File: src/assert_macros.svh
// ----------------------------------------------------------------------------
// assert_macros.svh
// concurrent assertion helpers, empty when SYNTHESIS is defined
// ----------------------------------------------------------------------------
`ifndef ASSERT_MACROS_SVH
`define ASSERT_MACROS_SVH

`ifndef SYNTHESIS
// checked on every clock edge outside of reset
`define ASSERT_RST(lbl, prop, msg) \
  lbl: assert property (@(posedge clk_i) disable iff (!rst_ni) (prop)) else $error(msg);
// checked on every clock edge, reset included
`define ASSERT_ALWAYS(lbl, prop, msg) \
  lbl: assert property (@(posedge clk_i) (prop)) else $error(msg);
`else
`define ASSERT_RST(lbl, prop, msg)
`define ASSERT_ALWAYS(lbl, prop, msg)
`endif

`endif

File: src/cflt_pkg.sv
// ----------------------------------------------------------------------------
// cflt_pkg
// shared constants, character classes and inter-module types of the tokenizer
// ----------------------------------------------------------------------------
package cflt_pkg;

  // default sizes
  localparam int LINE_CHARS_DEF  = 80;
  localparam int FIELD_LIMIT_DEF = 6;

  // fixed field widths
  localparam int CH_W      = 8;
  localparam int STORE_W   = 7;
  localparam int VAL_W     = 32;
  localparam int IDX_OUT_W = 3;
  localparam int POS_OUT_W = 7;
  localparam int TOT_OUT_W = 3;

  // widths covering the whole parameter range
  localparam int FIDX_MAX_W = 4;  // field slot, up to 16 fields
  localparam int POS_MAX_W  = 8;  // line position, up to 255 characters
  localparam int CNT_MAX_W  = 5;  // field count, 0..16

  // character codes
  localparam logic [CH_W-1:0] CH_BS    = 8'd8;
  localparam logic [CH_W-1:0] CH_CR    = 8'd13;
  localparam logic [CH_W-1:0] CH_SPACE = 8'd32;
  localparam logic [CH_W-1:0] CH_DEL   = 8'd127;
  localparam logic [CH_W-1:0] CH_ZERO  = 8'd48;

  // class bounds, exclusive on both ends
  localparam logic [STORE_W-1:0] DIG_LO = 7'd47;
  localparam logic [STORE_W-1:0] DIG_HI = 7'd58;
  localparam logic [STORE_W-1:0] UPR_LO = 7'd64;
  localparam logic [STORE_W-1:0] UPR_HI = 7'd91;
  localparam logic [STORE_W-1:0] LWR_LO = 7'd96;
  localparam logic [STORE_W-1:0] LWR_HI = 7'd123;

  // field slot write from the walk into the field table
  typedef struct packed {
    logic                  we;
    logic [FIDX_MAX_W-1:0] addr;
    logic [POS_MAX_W-1:0]  start;
    logic                  num;
    logic [VAL_W-1:0]      val;
  } fld_wr_t;

  // line close handoff to the record emitter
  typedef struct packed {
    logic                 start;
    logic [CNT_MAX_W-1:0] total;
  } line_close_t;

  function automatic logic is_digit(logic [STORE_W-1:0] c);
    is_digit = (c > DIG_LO) && (c < DIG_HI);
  endfunction

  function automatic logic is_letter(logic [STORE_W-1:0] c);
    is_letter = ((c > UPR_LO) && (c < UPR_HI)) || ((c > LWR_LO) && (c < LWR_HI));
  endfunction

endpackage

File: src/cflt_scan.sv
// ----------------------------------------------------------------------------
// cflt_scan
// line store, character intake and the line-end walk that finds the fields
// ----------------------------------------------------------------------------
`include "assert_macros.svh"

module cflt_scan #(
  parameter int LINE_CHARS  = cflt_pkg::LINE_CHARS_DEF,
  parameter int FIELD_LIMIT = cflt_pkg::FIELD_LIMIT_DEF
) (
  input  logic                        clk_i,
  input  logic                        rst_ni,
  input  logic [cflt_pkg::CH_W-1:0]   rx_char_i,
  input  logic                        rx_valid_i,
  output logic                        rx_stall_o,
  input  logic                        emit_busy_i,
  output cflt_pkg::fld_wr_t           fld_wr_o,
  output cflt_pkg::line_close_t       close_o
);
  import cflt_pkg::*;

  localparam int AW  = $clog2(LINE_CHARS);
  localparam int CCW = $clog2(LINE_CHARS + 1);
  localparam int FCW = $clog2(FIELD_LIMIT + 1);

  typedef enum logic [2:0] {
    S_IDLE = 3'b001,
    S_WAIT = 3'b010,
    S_WALK = 3'b100
  } scan_state_e;

  scan_state_e state_q, state_d;
  logic [CCW-1:0]   count_q, count_d;
  logic [CCW-1:0]   n_q, n_d;
  logic [CCW-1:0]   rd_q, rd_d;
  logic             pipe_vld_q, pipe_vld_d;
  logic [AW-1:0]    pos_q, pos_d;
  logic [FCW-1:0]   found_q, found_d;
  logic             inside_q, inside_d;
  logic             stop_q, stop_d;
  logic [VAL_W-1:0] acc_q, acc_d;
  logic [AW-1:0]    start_q, start_d;
  logic             num_q, num_d;

  logic [STORE_W-1:0] line_mem [LINE_CHARS];
  logic [STORE_W-1:0] rdata_q;

  logic             rx_acc, is_cr, is_bs, is_prn;
  logic             wr_en, rd_en, walk_done, proc;
  logic [CCW-1:0]   count_inc;
  logic             c_dig, c_aln;
  logic [VAL_W-1:0] digit_val, acc_next;

  // intake decode
  assign rx_acc     = rx_valid_i && (state_q == S_IDLE);
  assign rx_stall_o = (state_q != S_IDLE);
  assign is_cr      = (rx_char_i == CH_CR);
  assign is_bs      = (rx_char_i == CH_BS) || (rx_char_i == CH_DEL);
  assign is_prn     = (rx_char_i >= CH_SPACE) && (rx_char_i < CH_DEL);
  assign count_inc  = count_q + 1'b1;
  assign wr_en      = rx_acc && is_prn && (count_q < CCW'(LINE_CHARS));

  // walk control
  assign rd_en     = (state_q == S_WALK) && !stop_q && (rd_q < n_q);
  assign walk_done = (state_q == S_WALK) && (stop_q || ((rd_q == n_q) && !pipe_vld_q));
  assign proc      = pipe_vld_q && !stop_q;

  // character class and decimal step
  assign c_dig     = is_digit(rdata_q);
  assign c_aln     = c_dig || is_letter(rdata_q);
  assign digit_val = VAL_W'(rdata_q) - VAL_W'(CH_ZERO);
  assign acc_next  = {acc_q[VAL_W-4:0], 3'b000} + {acc_q[VAL_W-2:0], 1'b0} + digit_val;

  // line store, one write and one registered read port
  always_ff @(posedge clk_i) begin
    if (wr_en) begin
      line_mem[count_q[AW-1:0]] <= rx_char_i[STORE_W-1:0];
    end
    if (rd_en) begin
      rdata_q <= line_mem[rd_q[AW-1:0]];
    end
  end

  always_comb begin
    state_d    = state_q;
    count_d    = count_q;
    n_d        = n_q;
    rd_d       = rd_q;
    pipe_vld_d = pipe_vld_q;
    pos_d      = pos_q;
    found_d    = found_q;
    inside_d   = inside_q;
    stop_d     = stop_q;
    acc_d      = acc_q;
    start_d    = start_q;
    num_d      = num_q;
    fld_wr_o   = '0;
    close_o    = '0;

    unique case (state_q)
      S_IDLE: begin
        if (rx_acc) begin
          if (is_cr) begin
            state_d = S_WAIT;
          end else if (is_bs) begin
            if (count_q != '0) begin
              count_d = count_q - 1'b1;
            end
          end else if (wr_en) begin
            count_d = count_inc;
            if (count_inc == CCW'(LINE_CHARS)) begin
              state_d = S_WAIT;
            end
          end
        end
      end
      S_WAIT: begin
        // the field table is free once the emitter has finished
        if (!emit_busy_i) begin
          state_d    = S_WALK;
          n_d        = count_q;
          rd_d       = '0;
          pipe_vld_d = 1'b0;
          found_d    = '0;
          inside_d   = 1'b0;
          stop_d     = 1'b0;
          acc_d      = '0;
        end
      end
      S_WALK: begin
        pipe_vld_d = rd_en;
        pos_d      = rd_q[AW-1:0];
        if (rd_en) begin
          rd_d = rd_q + 1'b1;
        end
        // classify the character read last cycle
        if (proc) begin
          if (c_aln) begin
            if (!inside_q) begin
              if (found_q >= FCW'(FIELD_LIMIT)) begin
                stop_d = 1'b1;
              end else begin
                found_d        = found_q + 1'b1;
                inside_d       = 1'b1;
                start_d        = pos_q;
                num_d          = c_dig;
                acc_d          = c_dig ? digit_val : '0;
                fld_wr_o.we    = 1'b1;
                fld_wr_o.addr  = FIDX_MAX_W'(found_q);
                fld_wr_o.start = POS_MAX_W'(pos_q);
                fld_wr_o.num   = c_dig;
                fld_wr_o.val   = c_dig ? digit_val : '0;
              end
            end else begin
              acc_d          = num_q ? acc_next : '0;
              fld_wr_o.we    = 1'b1;
              fld_wr_o.addr  = FIDX_MAX_W'(found_q - 1'b1);
              fld_wr_o.start = POS_MAX_W'(start_q);
              fld_wr_o.num   = num_q;
              fld_wr_o.val   = num_q ? acc_next : '0;
            end
          end else begin
            inside_d = 1'b0;
          end
        end
        // hand the line to the emitter and empty the store
        if (walk_done) begin
          state_d       = S_IDLE;
          close_o.start = 1'b1;
          close_o.total = CNT_MAX_W'(found_q);
          count_d       = '0;
          rd_d          = '0;
          pipe_vld_d    = 1'b0;
          found_d       = '0;
          inside_d      = 1'b0;
          stop_d        = 1'b0;
          acc_d         = '0;
        end
      end
      default: begin
        state_d = S_IDLE;
      end
    endcase
  end

  // control state
  always_ff @(posedge clk_i or negedge rst_ni) begin
    if (!rst_ni) begin
      state_q    <= S_IDLE;
      count_q    <= '0;
      n_q        <= '0;
      rd_q       <= '0;
      pipe_vld_q <= 1'b0;
      found_q    <= '0;
      inside_q   <= 1'b0;
      stop_q     <= 1'b0;
      acc_q      <= '0;
    end else begin
      state_q    <= state_d;
      count_q    <= count_d;
      n_q        <= n_d;
      rd_q       <= rd_d;
      pipe_vld_q <= pipe_vld_d;
      found_q    <= found_d;
      inside_q   <= inside_d;
      stop_q     <= stop_d;
      acc_q      <= acc_d;
    end
  end

  // current field attributes
  always_ff @(posedge clk_i) begin
    pos_q   <= pos_d;
    start_q <= start_d;
    num_q   <= num_d;
  end

  `ASSERT_RST(a_close_emit_idle, close_o.start |-> !emit_busy_i, "line handed to busy emitter")
  `ASSERT_RST(a_idle_count_room, (state_q == S_IDLE) |-> (count_q < CCW'(LINE_CHARS)), "full line left open")
  `ASSERT_ALWAYS(a_found_limit, found_q <= FCW'(FIELD_LIMIT), "field count past limit")

endmodule

File: src/cflt_emit.sv
// ----------------------------------------------------------------------------
// cflt_emit
// field table and record output register, one record per found field, one empty record if none
// ----------------------------------------------------------------------------
`include "assert_macros.svh"

module cflt_emit #(
  parameter int LINE_CHARS  = cflt_pkg::LINE_CHARS_DEF,
  parameter int FIELD_LIMIT = cflt_pkg::FIELD_LIMIT_DEF
) (
  input  logic                              clk_i,
  input  logic                              rst_ni,
  input  cflt_pkg::fld_wr_t                 fld_wr_i,
  input  cflt_pkg::line_close_t             close_i,
  output logic                              busy_o,
  output logic                              rec_valid_o,
  input  logic                              rec_stall_i,
  output logic                              field_valid_o,
  output logic [cflt_pkg::IDX_OUT_W-1:0]    field_index_o,
  output logic [cflt_pkg::POS_OUT_W-1:0]    start_position_o,
  output logic                              is_numeric_o,
  output logic signed [cflt_pkg::VAL_W-1:0] numeric_value_o,
  output logic [cflt_pkg::TOT_OUT_W-1:0]    total_fields_o,
  output logic                              last_record_o
);
  import cflt_pkg::*;

  localparam int AW     = $clog2(LINE_CHARS);
  localparam int FIDX_W = (FIELD_LIMIT > 1) ? $clog2(FIELD_LIMIT) : 1;
  localparam int FCW    = $clog2(FIELD_LIMIT + 1);
  localparam int ENT_W  = AW + 1 + VAL_W;

  typedef enum logic [3:0] {
    E_IDLE = 4'b0001,
    E_READ = 4'b0010,
    E_LOAD = 4'b0100,
    E_SHOW = 4'b1000
  } emit_state_e;

  emit_state_e state_q, state_d;
  logic [FIDX_W-1:0] k_q, k_d;
  logic [FCW-1:0]    total_q, total_d;

  logic [ENT_W-1:0] fld_mem [FIELD_LIMIT];
  logic [ENT_W-1:0] rdata_q;

  logic rec_acc, load_rec, load_empty, is_last;

  logic                 fv_q, num_q, last_q;
  logic [IDX_OUT_W-1:0] fidx_q;
  logic [POS_OUT_W-1:0] pos_q;
  logic [VAL_W-1:0]     val_q;
  logic [TOT_OUT_W-1:0] tot_q;

  assign rec_valid_o = (state_q == E_SHOW);
  assign busy_o      = (state_q != E_IDLE);
  assign rec_acc     = rec_valid_o && !rec_stall_i;
  assign load_rec    = (state_q == E_LOAD);
  assign load_empty  = (state_q == E_IDLE) && close_i.start && (close_i.total == '0);
  assign is_last     = ((FCW'(k_q) + 1'b1) == total_q);

  // field table, written by the walk, read one slot at a time
  always_ff @(posedge clk_i) begin
    if (fld_wr_i.we) begin
      fld_mem[fld_wr_i.addr[FIDX_W-1:0]] <= {fld_wr_i.start[AW-1:0], fld_wr_i.num, fld_wr_i.val};
    end
    rdata_q <= fld_mem[k_q];
  end

  always_comb begin
    state_d = state_q;
    k_d     = k_q;
    total_d = total_q;
    unique case (state_q)
      E_IDLE: begin
        if (close_i.start) begin
          k_d     = '0;
          total_d = close_i.total[FCW-1:0];
          state_d = (close_i.total == '0) ? E_SHOW : E_READ;
        end
      end
      E_READ: begin
        state_d = E_LOAD;
      end
      E_LOAD: begin
        state_d = E_SHOW;
      end
      E_SHOW: begin
        if (rec_acc) begin
          if (last_q) begin
            state_d = E_IDLE;
          end else begin
            k_d     = k_q + 1'b1;
            state_d = E_READ;
          end
        end
      end
      default: begin
        state_d = E_IDLE;
      end
    endcase
  end

  always_ff @(posedge clk_i or negedge rst_ni) begin
    if (!rst_ni) begin
      state_q <= E_IDLE;
      k_q     <= '0;
      total_q <= '0;
    end else begin
      state_q <= state_d;
      k_q     <= k_d;
      total_q <= total_d;
    end
  end

  // record output register
  always_ff @(posedge clk_i) begin
    if (load_rec) begin
      fv_q   <= 1'b1;
      fidx_q <= IDX_OUT_W'(k_q);
      pos_q  <= POS_OUT_W'(rdata_q[ENT_W-1 -: AW]);
      num_q  <= rdata_q[VAL_W];
      val_q  <= rdata_q[VAL_W-1:0];
      tot_q  <= TOT_OUT_W'(total_q);
      last_q <= is_last;
    end else if (load_empty) begin
      fv_q   <= 1'b0;
      fidx_q <= '0;
      pos_q  <= '0;
      num_q  <= 1'b0;
      val_q  <= '0;
      tot_q  <= '0;
      last_q <= 1'b1;
    end
  end

  assign field_valid_o    = fv_q;
  assign field_index_o    = fidx_q;
  assign start_position_o = pos_q;
  assign is_numeric_o     = num_q;
  assign numeric_value_o  = val_q;
  assign total_fields_o   = tot_q;
  assign last_record_o    = last_q;

  `ASSERT_RST(a_start_when_idle, close_i.start |-> (state_q == E_IDLE), "line close while emitting")
  `ASSERT_RST(a_slot_in_range, (state_q == E_LOAD) |-> (FCW'(k_q) < total_q), "slot past field count")
  `ASSERT_RST(a_empty_is_last, (rec_valid_o && !fv_q) |-> last_q, "empty-line record not last")

endmodule

File: src/command_line_field_tokenizer.sv
// ----------------------------------------------------------------------------
// command_line_field_tokenizer
// collects a command line and reports its alphanumeric fields on close
// ----------------------------------------------------------------------------
//  channel  direction  handshake                    payload
//  rx       in         rx_valid_i / rx_stall_o      rx_char_i
//  rec      out        rec_valid_o / rec_stall_i    field_valid_o .. last_record_o
//
//  while the line is open rx_stall_o is low and each character word is taken
//  on close: handoff once the emitter is idle, then a walk over the stored
//  characters, then each record passes the read, load and show states (the
//  empty-line record goes straight to show), held in show under output stalls
//  input stalls from the line close to the end of the walk; characters of the
//  next line are taken while records of the previous line are still emitted
//  reset clears the counters and state, the line store keeps no reset value
// ----------------------------------------------------------------------------
module command_line_field_tokenizer #(
  parameter int LINE_CHARS  = cflt_pkg::LINE_CHARS_DEF,
  parameter int FIELD_LIMIT = cflt_pkg::FIELD_LIMIT_DEF
) (
  input  logic                              clk_i,
  input  logic                              rst_ni,
  input  logic [cflt_pkg::CH_W-1:0]         rx_char_i,
  input  logic                              rx_valid_i,
  output logic                              rx_stall_o,
  output logic                              rec_valid_o,
  input  logic                              rec_stall_i,
  output logic                              field_valid_o,
  output logic [cflt_pkg::IDX_OUT_W-1:0]    field_index_o,
  output logic [cflt_pkg::POS_OUT_W-1:0]    start_position_o,
  output logic                              is_numeric_o,
  output logic signed [cflt_pkg::VAL_W-1:0] numeric_value_o,
  output logic [cflt_pkg::TOT_OUT_W-1:0]    total_fields_o,
  output logic                              last_record_o
);
  import cflt_pkg::*;

  fld_wr_t     fld_wr;
  line_close_t line_close;
  logic        emit_busy;

  // line intake and field walk
  cflt_scan #(
    .LINE_CHARS  (LINE_CHARS),
    .FIELD_LIMIT (FIELD_LIMIT)
  ) u_scan (
    .clk_i       (clk_i),
    .rst_ni      (rst_ni),
    .rx_char_i   (rx_char_i),
    .rx_valid_i  (rx_valid_i),
    .rx_stall_o  (rx_stall_o),
    .emit_busy_i (emit_busy),
    .fld_wr_o    (fld_wr),
    .close_o     (line_close)
  );

  // record emission
  cflt_emit #(
    .LINE_CHARS  (LINE_CHARS),
    .FIELD_LIMIT (FIELD_LIMIT)
  ) u_emit (
    .clk_i            (clk_i),
    .rst_ni           (rst_ni),
    .fld_wr_i         (fld_wr),
    .close_i          (line_close),
    .busy_o           (emit_busy),
    .rec_valid_o      (rec_valid_o),
    .rec_stall_i      (rec_stall_i),
    .field_valid_o    (field_valid_o),
    .field_index_o    (field_index_o),
    .start_position_o (start_position_o),
    .is_numeric_o     (is_numeric_o),
    .numeric_value_o  (numeric_value_o),
    .total_fields_o   (total_fields_o),
    .last_record_o    (last_record_o)
  );

endmodule
File: config.mk
export PLATFORM = sky130hd
export DESIGN_NAME = command_line_field_tokenizer
export DESIGN_NICKNAME = d
export VERILOG_FILES = /design/src/cflt_pkg.sv /design/src/cflt_scan.sv /design/src/cflt_emit.sv /design/src/command_line_field_tokenizer.sv
export VERILOG_INCLUDE_DIRS = /design/src /design/src/src
export SDC_FILE = /design/constraint.sdc
export NUM_CORES = 1
export LEC_CHECK = 0
export ABC_AREA = 1
export BUFFER_PORTS_ARGS = -buffer_cell sky130_fd_sc_hd__buf_4
export CAP_MARGIN = 20
export CORE_ASPECT_RATIO = 0.8
export CORE_MARGIN = 3
export CORE_UTILIZATION = 45
export DETAILED_ROUTE_END_ITERATION = 8
export PLACE_DENSITY = 0.58
export SLEW_MARGIN = 20
export SYNTH_ARGS = -nofsm -noshare
export SYNTH_HDL_FRONTEND = slang
export SYNTH_SLANG_ARGS = --single-unit
File: constraint.sdc
create_clock -name clk_i -period 8.8 [get_ports clk_i]
set_input_delay 1.76 -clock clk_i [delete_from_list [all_inputs] [get_ports clk_i]]
set_output_delay 1.76 -clock clk_i [all_outputs]
set_load 0.02 [all_outputs]
==> results.json <==
{
  "post_cts_resized": 0,
  "die_x_um": 350,
  "detailroute.wirelength.met2_um": 45200,
  "critical_path_buf_inv_count": 3,
  "worstSetupPathType": "in2reg",
  "synth_flop_cell": "edfxtp_1",
  "fp.coreArea_mm2": 0.0933,
  "grt_first_pass_wirelength_um": 161000,
  "antenna_found_initial": 0,
  "path_max_fanout": 40,
  "detailroute.via_count": 28200,
  "worst_ir_drop_vdd_mv": 0.168,
  "dpl_cell_area_mm2": 0.0441,
  "floorplan.die_area_mm2": 0.0982,
  "ys_async_sr_fraction": 0.0724,
  "drt-wirelength-per-cell_um": 20.1,
  "num_rows": 100,
  "hold_path_class": "reg2reg",
  "max-clock-path-buffers": 3,
  "count_of_fill_cells_added_during_filler_insertion": 8365,
  "report.power.total_uw": 11400,
  "yosysSeqAreaShare": 0.675,
  "boundaryPins": 62,
  "area_delta_synth_final_pct": 11.4,
  "worst_margin_pin_slew_ps": 1140,
  "timing.critical_path.max_delay_family": "simple AND/OR/NAND/NOR gates",
  "grt_setup_unrepaired": "no",
  "hold_depth": 0,
  "max_cap_violations": 0,
  "report.final.hold_viol_count": 0,
  "finalCoreUtilization": 0.507,
  "vias_per_cell": 5.41,
  "route.detailed.drc": 0,
  "cellLeakagePower_uw": 0.0182,
  "synth.distinct_cells": 50,
  "grt_pass1_vias": 26900,
  "arrival_ps": 4720,
  "ff2ff_setup_slack_ps": 4470,
  "max_freq_mhz": 225,
  "tritoncts": "built",
  "start_util": 0.455,
  "report.final.setup_viol": 0,
  "netlist_instances": 3894,
  "finalWirelength_um": 105000,
  "floorplan.die.height_um": 281,
  "critical_path.max_stage_delay_ps": 920,
  "worst_path_max_delay_cell": "nor2_1",
  "clock-sinks": 981,
  "critical_path.cell_chain": "buf_4, nor2_1, nand2_1, o21ai_0, inv_1, nand3_1, inv_1, nand4_1, nor2_1",
  "ctsHtreeMaxLevel": 3,
  "synth_top_cells_by_area": "edfxtp_1 61%, nand2_1 6.0%, nor2_1 6.0%, o21ai_0 4.7%, dfrtp_1 4.1%",
  "cp_data_required_time_ps": 9080,
  "synth_commonest_cells": "869 x edfxtp_1, 685 x nand2_1, 682 x nor2_1, 395 x o21ai_0, 296 x inv_1",
  "run_status": "completed",
  "post-synth-top-area-cell": "edfxtp_1",
  "place_hpwl_um": 64100,
  "port_buffers": 61,
  "syn_area_mm2": 0.0425,
  "power_density_mw_per_mm2": 240,
  "worstSetupStartpointType": "input pin",
  "largest_net_degree_at_the_start_of_global_routing": 90,
  "layout_skew_ps": 30.8,
  "endpoint_kind": "flop",
  "cts-buffers-inserted": 97,
  "drive_above_1_share": 0.0789,
  "detail_route.iter0.violations": 2709,
  "rr_worst_depth": 16,
  "grt_util_all_layers": 0.213,
  "stdcell_area_mm2": 0.0474,
  "synthDominantCellAreaShare": 0.614,
  "finalNetCount": 4000,
  "finalWeightedCongestion": 0.917,
  "n_antenna_cell": 0,
  "synthesis.area_per_instance_um2": 10.9,
  "period_utilization": 0.504,
  "maxSlewHeadroom": 0.235,
  "cp_num_cells": 9,
  "cts_setup_buffers": 0,
  "metal_1_wl_um": 49800,
  "synth_most_common_cell": "edfxtp_1",
  "worstSkewPairLatency_ps": 660,
  "met3WireLength_um": 7290,
  "detail_route.first_pass.iterations": 5,
  "clock-root-buffer": "clkbuf_16",
  "drtAntennaViolNets": 0,
  "syn_nets": 3983,
  "synth_edf_count": 869,
  "clk_transition_reported_paths_ps": 60,
  "top_signal_layer_used": "met4",
  "cts_hold_buf": 0,
  "period_minus_slack_ps": 4440,
  "timing.final.max_slew_violations": 0,
  "finalSetupTns_ps": 0,
  "yosys_warnings": 0,
  "synth.ff_latch_count": 981,
  "overflow_left_after_global_routing": 0
}
==> power by group <==
| group | internal (uW) | switching [uW] | total [uW] |
|---|---|---|---|
| clock | 2410 | 1770 | 4180 |
| sequential | 5180 | 129 | 5300 |
| combinational | 500 | 1380 | 1880 |
| total | 8090 | 3280 | 11400 |
==> final timing paths <==
check | startpoint | end
worst min-delay path | u_scan.pos_q[2] | u_scan.start_q[2]
worst max register to register | u_scan.rd_q[0] | u_emit.fld_mem[2][17]
worst min register to register | u_scan.pos_q[2] | u_scan.start_q[2]
worst max-delay path | rx_char_i[6] | u_scan.line_mem[41][3]
max in group asynchronous | rst_ni | u_scan.rd_q[0]
min in group asynchronous | rst_ni | u_scan.acc_q[15]
==> metal layers <==
| layer | track usage | vias up |
|---|---|---|
| li1 | - | 13500 |
| met1 | 0.323 | 13700 |
| met2 | 0.314 | 869 |
| met3 | 0.0367 | 168 |
| met4 | 0.0602 | 0 |
| met5 | 0 | - |
==> layout by cell type, fill, tap and decap left out, types with 4 or more instances in the layout <==
master / netlist / routed
a21oi_1: 109 / 109
a22oi_1: 8 / 8
a31o_2: 21 / 21
a32o_1: 40 / 40
buf_4: 3 / 102
bufinv_16: 0 / 10
clkbuf_1: 133 / 25
clkbuf_16: 0 / 98
clkbuf_8: 0 / 6
clkinv_1: 10 / 25
clkinv_2: 0 / 16
dfrtp_1: 69 / 65
dfxtp_1: 41 / 41
edfxtp_1: 869 / 869
fa_1: 5 / 5
ha_1: 72 / 72
inv_1: 296 / 294
inv_2: 7 / 8
inv_6: 0 / 4
nand2_1: 685 / 684
nand2_2: 7 / 8
nand3_1: 139 / 139
nand3b_1: 10 / 10
nand4_1: 15 / 15
nor2_1: 682 / 678
nor2_4: 4 / 8
nor3_1: 16 / 14
o211ai_1: 60 / 60
o21ai_0: 395 / 395
o21ai_1: 4 / 4
o21bai_1: 4 / 4
o221ai_1: 13 / 13
o22ai_1: 54 / 54
or2_2: 6 / 6
xnor2_1: 4 / 4
xor2_1: 40 / 40
==> state kept, by name, summed over array words and instances, names as in the netlist, 3 cells and up <==
signal	count
u_emit.numeric_value_o	32
u_scan.count_q	7
u_emit.state_q	4
u_scan.found_q	3
u_scan.line_mem	560
u_scan.rd_q	7
u_scan.rdata_q	7
u_scan.acc_q	31
u_emit.total_fields_o	3
u_scan.start_q	7
u_scan.state_q	3
u_scan.pos_q	7
u_emit.field_index_o	3
u_emit.k_q	3
u_emit.total_q	3
u_emit.rdata_q	40
u_scan.n_q	7
u_emit.fld_mem	240
u_emit.start_position_o	7
==> worst register-to-register path: cells and delay by family, from the launching register on <==
kind / cells / cell delay [ps]
and+or+nand+nor: 10 / 1290
adders and majority gates: 1 / 470
DFF: 1 / 860
buffers and inverters: 5 / 1290
==> stage by stage <==
step | worst slack [ps] | hold WS (ps) | std cells
6_report | 4360 | 450 | 5218
5_1_grt | 4140 | 457 | 5218
4_1_cts | 4450 | 449 | 5218
3_5_place_dp | 3760 | 435 | 5036
3_3_place_gp | 3740 | 429 | 5036
2_1_floorplan | 3300 | 427 | 3894
==> kinds of logic (layout without fill, tap and decap cells) <==
kind of cell | Yosys count | count (layout) | share of synthesized area
AO/OA/AOI/OAI | 723 | 723 | 0.0997
XOR/XNOR | 44 | 44 | 0.00906
adder cells (fa/ha/maj) | 77 | 77 | 0.0235
buffers and inverters | 498 | 598 | 0.0453
flip-flops | 981 | 981 | 0.675
AND/OR/NAND/NOR | 1571 | 1571 | 0.147
==> final cells by class <==
cell class / count / area [um^2] / share of cell area
clock buffer: 129 / 2630 / 0.0555
sequential: 981 / 28700 / 0.606
tap: 1224 / 1530 / 0.0323
multi-input combinational: 2415 / 11900 / 0.252
inverter: 314 / 1190 / 0.0251
clock inverter: 53 / 598 / 0.0126
timing repair buffer: 102 / 766 / 0.0162
No activity file was read; power rests on OpenSTA's default activity.
